### src/rtl/core/iiea_pkg.sv
`default_nettype none

package iiea_pkg;

  // Default number of cells in the row.
  localparam int DEF_CAPACITY = 64;

  localparam int WORD_W = 32;
  localparam int POS_W  = 7;
  localparam int CMD_W  = 3;
  localparam int STAT_W = 2;

  typedef enum logic [CMD_W-1:0] {
    CMD_APPEND = 3'd0,
    CMD_INSERT = 3'd1,
    CMD_ERASE  = 3'd2,
    CMD_CLEAR  = 3'd3,
    CMD_READ   = 3'd4,
    CMD_WRITE  = 3'd5
  } cmd_t;

  typedef enum logic [STAT_W-1:0] {
    ST_OK    = 2'd0,
    ST_RANGE = 2'd1,
    ST_FULL  = 2'd2
  } stat_t;

  // Operation broadcast to every cell of the row.
  typedef enum logic [1:0] {
    CELL_HOLD       = 2'd0,
    CELL_SHIFT_UP   = 2'd1,
    CELL_SHIFT_DOWN = 2'd2,
    CELL_WRITE      = 2'd3
  } cell_op_t;

  typedef struct packed {
    cell_op_t            op;
    logic [WORD_W-1:0]   value;
  } cell_ctrl_t;

endpackage

`default_nettype wire

### src/rtl/core/iiea_cell.sv
`default_nettype none

module iiea_cell
  import iiea_pkg::*;
#(
  parameter int IDX = 0,
  parameter int PW  = 7
) (
  input  wire logic              clk,
  input  wire cell_ctrl_t        ctrl,
  input  wire logic [PW-1:0]     op_idx,
  input  wire logic [PW-1:0]     rd_idx,
  input  wire logic [WORD_W-1:0] left_word,
  input  wire logic [WORD_W-1:0] right_word,
  output logic      [WORD_W-1:0] word,
  output logic      [WORD_W-1:0] rd_word
);

  localparam logic [PW-1:0] MY_IDX = PW'(IDX);

  logic [WORD_W-1:0] word_r;
  logic [WORD_W-1:0] word_nxt;

  // An insert moves every cell above the target up by one and loads the target;
  // an erase pulls every cell from the target upward down by one.
  always_comb begin
    word_nxt = word_r;
    unique case (ctrl.op)
      CELL_HOLD: begin
        word_nxt = word_r;
      end
      CELL_SHIFT_UP: begin
        if (MY_IDX > op_idx) begin
          word_nxt = left_word;
        end else if (MY_IDX == op_idx) begin
          word_nxt = ctrl.value;
        end
      end
      CELL_SHIFT_DOWN: begin
        if (MY_IDX >= op_idx) begin
          word_nxt = right_word;
        end
      end
      CELL_WRITE: begin
        if (MY_IDX == op_idx) begin
          word_nxt = ctrl.value;
        end
      end
      default: begin
        word_nxt = word_r;
      end
    endcase
  end

  always_ff @(posedge clk) begin
    word_r <= word_nxt;
  end

  assign word    = word_r;
  assign rd_word = (MY_IDX == rd_idx) ? word_r : '0;

endmodule

`default_nettype wire

### config.mk
export PLATFORM = sky130hd
export DESIGN_NAME = iiea_cell
export DESIGN_NICKNAME = d
export VERILOG_FILES = /design/src/rtl/core/iiea_pkg.sv /design/src/rtl/core/iiea_cell.sv
export SDC_FILE = /design/constraint.sdc
export NUM_CORES = 1
export LEC_CHECK = 0
export ABC_AREA = 1
export BUFFER_PORTS_ARGS = -buffer_cell sky130_fd_sc_hd__buf_2
export CORE_ASPECT_RATIO = 0.8
export CORE_UTILIZATION = 41
export DETAILED_ROUTE_END_ITERATION = 16
export MAX_ROUTING_LAYER = met4
export PLACE_DENSITY = 0.81
export SYNTH_ARGS = -nofsm -noshare
export SYNTH_HDL_FRONTEND = slang
export SYNTH_SLANG_ARGS = --single-unit
export TNS_END_PERCENT = 50
### constraint.sdc
create_clock -name clk -period 2.5 [get_ports clk]
set_input_delay 0.5 -clock clk [delete_from_list [all_inputs] [get_ports clk]]
set_output_delay 0.5 -clock clk [all_outputs]
set_load 0.05 [all_outputs]
Yosys cells after proc, flatten, opt, wreduce, memory -nomap -nowiden
Index checks and enable logic that the tools add are counted.

Register bits after elaboration: 32. Output and inout bits: 64. Word-level logic and storage cells: 17.

Order comparisons: 2. Equal/unequal tests: 4. Multiplexer cells: 5. Bitwise gates (word level): 1. Reductions and logical operators: 4.

Operators with widths (number): $mux W32 (4); $pmux W32 S3 (1); $logic_not A7 Y1 (2); $ge A1 B7 Y1 const A (1); $gt A1 B7 Y1 const A (1); $eq A2 B2 Y1 const B (2); $eq A2 B1 Y1 const B (1); $logic_not A2 Y1 (1); $ne A2 B2 Y1 const B (1); $reduce_and A2 Y1 (1); $not A1 Y1 (1).

Depth between registers and ports, before layout
Gate-level depths: netlist (run 1).

Depth in word-level cells: 4. Gate-level depth with buffers: 7.

Worst setup path before layout (run 1)
Ideal clock, no wire load.

Path type: input to output. From: in rd_idx[5]. To: out rd_word[10]. Data arrival time: 1.641 ns. Required time: 2.000 ns. Path slack: 0.359 ns. Cell stages on the path: 4. Path through: nor3_1 -> nand3_1 -> buf_2 -> nor2_1.

Word-level cells in the longest chain between the ends: 2.

RTL lines: from (decl) (RTL line iiea_cell.sv:12) `input wire logic [PW-1:0] rd_idx,`; $logic_not A7 Y1 (RTL line iiea_cell.sv:60) `assign rd_word = (MY_IDX == rd_idx) ? word_r : '0;`; $mux W32 (RTL line iiea_cell.sv:60); to (decl) (RTL line iiea_cell.sv:16) `output logic [WORD_W-1:0] rd_word`.

Every way passes these cells.

Worst setup path after layout (run 1)
From: in rd_idx[5]. To: out rd_word[1].

Same word-level chain as after synthesis.

==> out/results.txt, run 1 <==
Worst setup EP type - output pin
Clock power frac - 0.251
Crit Path Class - in -> out
Synth Warn # - 0
reg2reg setup slack - 1.52 ns
final WL - 6680 µm
hpwl dp - 4620 µm
logic gate share of total power - 0.294
TritonCTS clock tree - built
gr usage total - 0.226
Setup WS pre-CTS - 0.209 ns
commonest cells in the netlist - inv_1 (65), nand3_1 (65), nand2_1 (64)
maximum clock rate - 0.486 GHz
Crit path arrival time - 1.56 ns
hold_ws - 0.491 ns
die area - 6020 µm²
reg-to-reg endpoint - word[12]
Yosys top cell by area - edfxtp_1
LEAKAGE - 1.76 nW
switching part of the total - 0.343
clk buf depth - 2
post-synthesis sequential area ratio - 0.410
Clk Latency, worst-skew pair - 0.28 ns
Worst R2R Path Depth - 4
top-area cell type share of the netlist area - 0.410
Worst slew margin - 0.482
Mean Syn Cell Area - 7.14 µm²
hold depth - 3
final worst slack - 0.444 ns
P&R area growth vs syn - 32.3%
Slowest-stage cell, CP - buf_2
Via-to-Cell Ratio - 4.76
ys async rst share - 0
postcts setup bufs - 0
RSZ-0062 raised after global routing - no
# port buffers - 144
ratio of cells with drive above 1 in the final layout - 0.360
height of the die - 69.6 µm
Sequential Power Share - 0.455
number of remaining DRC errors - 0
status - complete, no violations
CP cell instances - buf_2 > nor3_1 > nand3_1 > buf_4 > nor2_1 > buf_2
syn nets - 441
Internal - 0.966 mW
Tmin final - 2.06 ns
CORE AREA - 5470 µm²
synth unique cells - 16
CP peak stage delay - 0.28 ns
DR iter-0 viols - 168
initial antenna violation count - 0
ys flop type - edfxtp_1
setup_tns - 0 ns
CTS sink count - 32
clock transition at the registers of the reported paths - 0.06 ns
family with the most delay on the worst path - buffers and inverters
crit path max fanout - 32
MaxCap Viol Count - 0
Antenna Nets Post-Route - 0
Site Rows - 24
Crit path required time - 2.00 ns
Root Driver - clkbuf_8
power density cells - 475 nW/µm²
DR pass1 iterations - 5
CP startpoint kind - input port
hold_sp - right_word[15]
initial core utilization - 0.428
top cells by area, synth - edfxtp_1 (41%), nand3_1 (14%), inv_1 (10%), nand2_1 (10%), o21ai_1 (6.8%)
Post-layout nets - 576
Slew Limit Fails - 0
r2r startpoint - word[12]
Final Util - 0.567
Die Wd - 86.5 µm
Fin Clk Skew - 0 ns
VDD IR max - 0.000211 V
final hold vios - 0
fin crit share - 0.822
Synth Cell Area - 2340 µm²
gp weighted congestion - 0.786
max reg flops - 32
routed len/inst - 12.3 µm
first-pass GRT wire length - 10300 µm
Hold/Removal Path Class - in -> reg
cts repair resizes - 0
IO Pins - 177
vias in the first global route - 2311
number of enable flip-flop cells after synthesis - 32
Non-Filler Instances - 542
via count - 2578
slew of the pin with the lowest slew margin - 0.776 ns
Hold EP - word[15]
Crit path top cell by count - buf_2
largest net degree at the start of global routing - 34
CP bufs+invs - 3
Psw - 0.505 mW
Mapped Cells - 328
dpl cells - 534
CTS hold repair buffers - 0
Antenna diodes - 0
Seq cells post-synth - 32
total congestion overflow - 0
CTS H-tree depth - 2
Setup violations, final - 0
CTS Buf Count - 5
[per-layer routing]
layer / part of all wire / GRT usage / vias to the layer above / wire length [µm]
li1: - / - / 1300 / -
met5: 0 / - / - / 0
met4: 0.0079 / 0.0630 / 0 / 53
met3: 0.084 / 0.0476 / 5 / 558
met1: 0.42 / 0.275 / 1138 / 2810
met2: 0.49 / 0.381 / 135 / 3250
[tightest hold or removal path, stage by stage]
cell	delay (ns)
buf_2	0.07
nand2_1	0.04
nand2_1	0.05
[cell families (layout without fill, tap and decap cells)]
family | Yosys count | after routing | synth area share
AOI/OAI and AO/OA | 33 | 33 | 0.0722
buffers and inverters | 91 | 227 | 0.191
DFF | 32 | 32 | 0.410
and+or+nand+nor | 172 | 172 | 0.326
[stage by stage]
| stage | total power [mW] | instance area, µm² |
|---|---|---|
| after floorplan | 0.985 | 2340 |
| after global placement | 1.10 | 3020 |
| after detailed placement | 1.11 | 3020 |
| after CTS | 1.49 | 3100 |
| after global routing | 1.54 | 3100 |
| final | 1.47 | 3100 |
[layout by cell type, fill, tap and decap left out, drive strengths merged]
| master | instances |
|---|---|
| o21ai | 32 |
| clkbuf | 7 |
| nand3 | 65 |
| nor2 | 39 |
| edfxtp | 32 |
| clkinv | 2 |
| nor3 | 1 |
| buf | 149 |
| inv | 69 |
| a31o | 1 |
| nand2 | 67 |
[how the worst max path moves through the flow]
stage / cells past startpoint / from / slack, ns / endpoint
5_1_grt: 6 / rd_idx[5] / 0.31 / rd_word[1]
6_report: 6 / rd_idx[5] / 0.44 / rd_word[1]
3_5_place_dp: 5 / ctrl[32] / 0.21 / word[30]
4_1_cts: 6 / rd_idx[5] / 0.42 / rd_word[1]
3_3_place_gp: 5 / ctrl[32] / 0.22 / word[27]
2_1_floorplan: 4 / rd_idx[5] / 0.36 / rd_word[10]
[layout make-up]
type                       instances  area, µm²
fill                             569       2370
sequential                        32        961
multi-input combinational        205        932
timing repair buffer             149        758
inverter                          70        268
tap                               78       97.6
clock buffer                       7       76.3
clock inverter                     1       3.75
[power by group through the flow]
stage	logic (mW)	clock network [mW]	registers [mW]
2_1_floorplan	0.158	0	0.827
3_3_place_gp	0.425	0	0.678
3_5_place_dp	0.434	0	0.679
4_1_cts	0.434	0.383	0.669
5_1_grt	0.469	0.400	0.674
6_report	0.433	0.369	0.669
(Power assumes the default switching activity.)
==> inputs of run 2 (changes only) <==
==> constraint.sdc (replaced) <==
create_clock -name clk -period 2.1 [get_ports clk]
set_input_delay 0.42 -clock clk [delete_from_list [all_inputs] [get_ports clk]]
set_output_delay 0.42 -clock clk [all_outputs]
set_load 0.05 [all_outputs]
==> run 2 against run 1 <==
  * Sequential cell count unchanged
  * Utilization rose by 0.27 points
  * Clock skew stayed put
  * First-iteration DRC count shrank 22%
  * Die area is the same
  * Global-route usage grew 1.1 points
  * Sequential share of layout area decreased by 0.15 points
  * Hold slack got worse by 0.085 ns
  * Critical path type unchanged
  * Highest routed layer unchanged
==> out/results.txt, run 2 (synthesis gave the netlist of run 1 again) <==
status - complete, no violations
final WL - 6870 µm
largest net degree at the start of global routing - 34
VDD IR max - 0.000251 V
Post-layout nets - 578
routed len/inst - 12.6 µm
commonest non-fill, non-tap cell in the layout - buf_2
P&R area growth vs syn - 32.9%
slew of the pin with the lowest slew margin - 0.642 ns
Final Util - 0.569
DR pass1 iterations - 4
TritonCTS clock tree - built
Tmin final - 1.91 ns
Root Driver - clkbuf_8
clk buf depth - 2
Crit path required time - 1.68 ns
initial core utilization - 0.428
most frequent cells in the layout - buf_2 (144), inv_1 (65), nand3_1 (65)
ratio of cells with drive above 1 in the final layout - 0.363
dpl cells - 536
Setup violations, final - 0
Sequential Power Share - 0.450
# port buffers - 144
height of the die - 69.6 µm
die area - 6020 µm²
hold_ws - 0.406 ns
Clock power frac - 0.256
postcts setup bufs - 0
crit path max fanout - 32
Fin Clk Skew - 0 ns
first-pass GRT wire length - 10800 µm
Antenna Nets Post-Route - 0
Crit Path Class - in -> out
CTS hold repair buffers - 0
Crit path arrival time - 1.49 ns
CORE AREA - 5470 µm²
Psw - 0.617 mW
via count - 2563
vias in the first global route - 2373
Internal - 1.15 mW
max reg flops - 32
total congestion overflow - 0
Antenna diodes - 0
Via-to-Cell Ratio - 4.71
Hold/Removal Path Class - in -> reg
LEAKAGE - 1.77 nW
Slew Limit Fails - 0
CTS H-tree depth - 2
power density cells - 568 nW/µm²
setup_tns - 0 ns
Die Wd - 86.5 µm
Non-Filler Instances - 544
gr usage total - 0.238
clock transition at the registers of the reported paths - 0.07 ns
IO Pins - 177
MaxCap Viol Count - 0
Worst setup EP type - output pin
logic gate share of total power - 0.294
fin crit share - 0.909
initial antenna violation count - 0
hpwl dp - 4770 µm
Site Rows - 24
CP startpoint kind - input port
final hold vios - 0
Clk Latency, worst-skew pair - 0.27 ns
placed cell areas - 3030 µm²
fin area - 3110 µm²
RSZ-0062 raised after global routing - no
PnR Total Power - 1.77 mW
final worst slack - 0.192 ns
switching part of the total - 0.349
maximum clock rate - 0.524 GHz
gp weighted congestion - 0.806
Setup WS pre-CTS - 0.180 ns
Worst slew margin - 0.570
cts repair resizes - 0
CTS sink count - 32
number of remaining DRC errors - 0
CTS Buf Count - 5
DR iter-0 viols - 131
run 2: metal layers:
metal,wire length (µm),part of all wire,GRT usage,vias up
li1,-,-,-,1303
met5,0,0,-,-
met4,51,0.0074,0.0685,0
met3,579,0.084,0.0583,7
met2,3340,0.49,0.393,122
met1,2900,0.42,0.288,1131
run 2: worst max-delay path, stage by stage:
cell	delay, ns
buf_2	0.10
nor3_1	0.19
nand3_1	0.09
buf_4	0.25
nor2_1	0.15
buf_2	0.28
run 2: worst paths after layout:
check | from | endpoint | slack (ns) | depth (start not counted)
max | rd_idx[5] | rd_word[16] | 0.19 | 6
min | right_word[26] | word[26] | 0.41 | 3
max reg2reg | word[7] | word[7] | 1.12 | 4
min reg2reg | word[9] | word[9] | 0.68 | 4
run 2: final cells by class:
class	instances	area [µm²]
Inverter	70	268
Timing Repair Buffer	151	773
Clock inverter	1	3.75
Sequential cell	32	961
Clock buffer	7	76.3
Fill cell	574	2350
Tap cell	78	97.6
Multi-Input combinational cell	205	932
run 2: power groups by stage:
stage | Sequential [mW] | Combinational [mW] | Clock (mW)
final | 0.797 | 0.519 | 0.453
after detailed placement | 0.809 | 0.519 | 0
after global placement | 0.808 | 0.509 | 0
after global routing | 0.803 | 0.562 | 0.487
after CTS | 0.797 | 0.520 | 0.470
after floorplan | 0.984 | 0.188 | 0
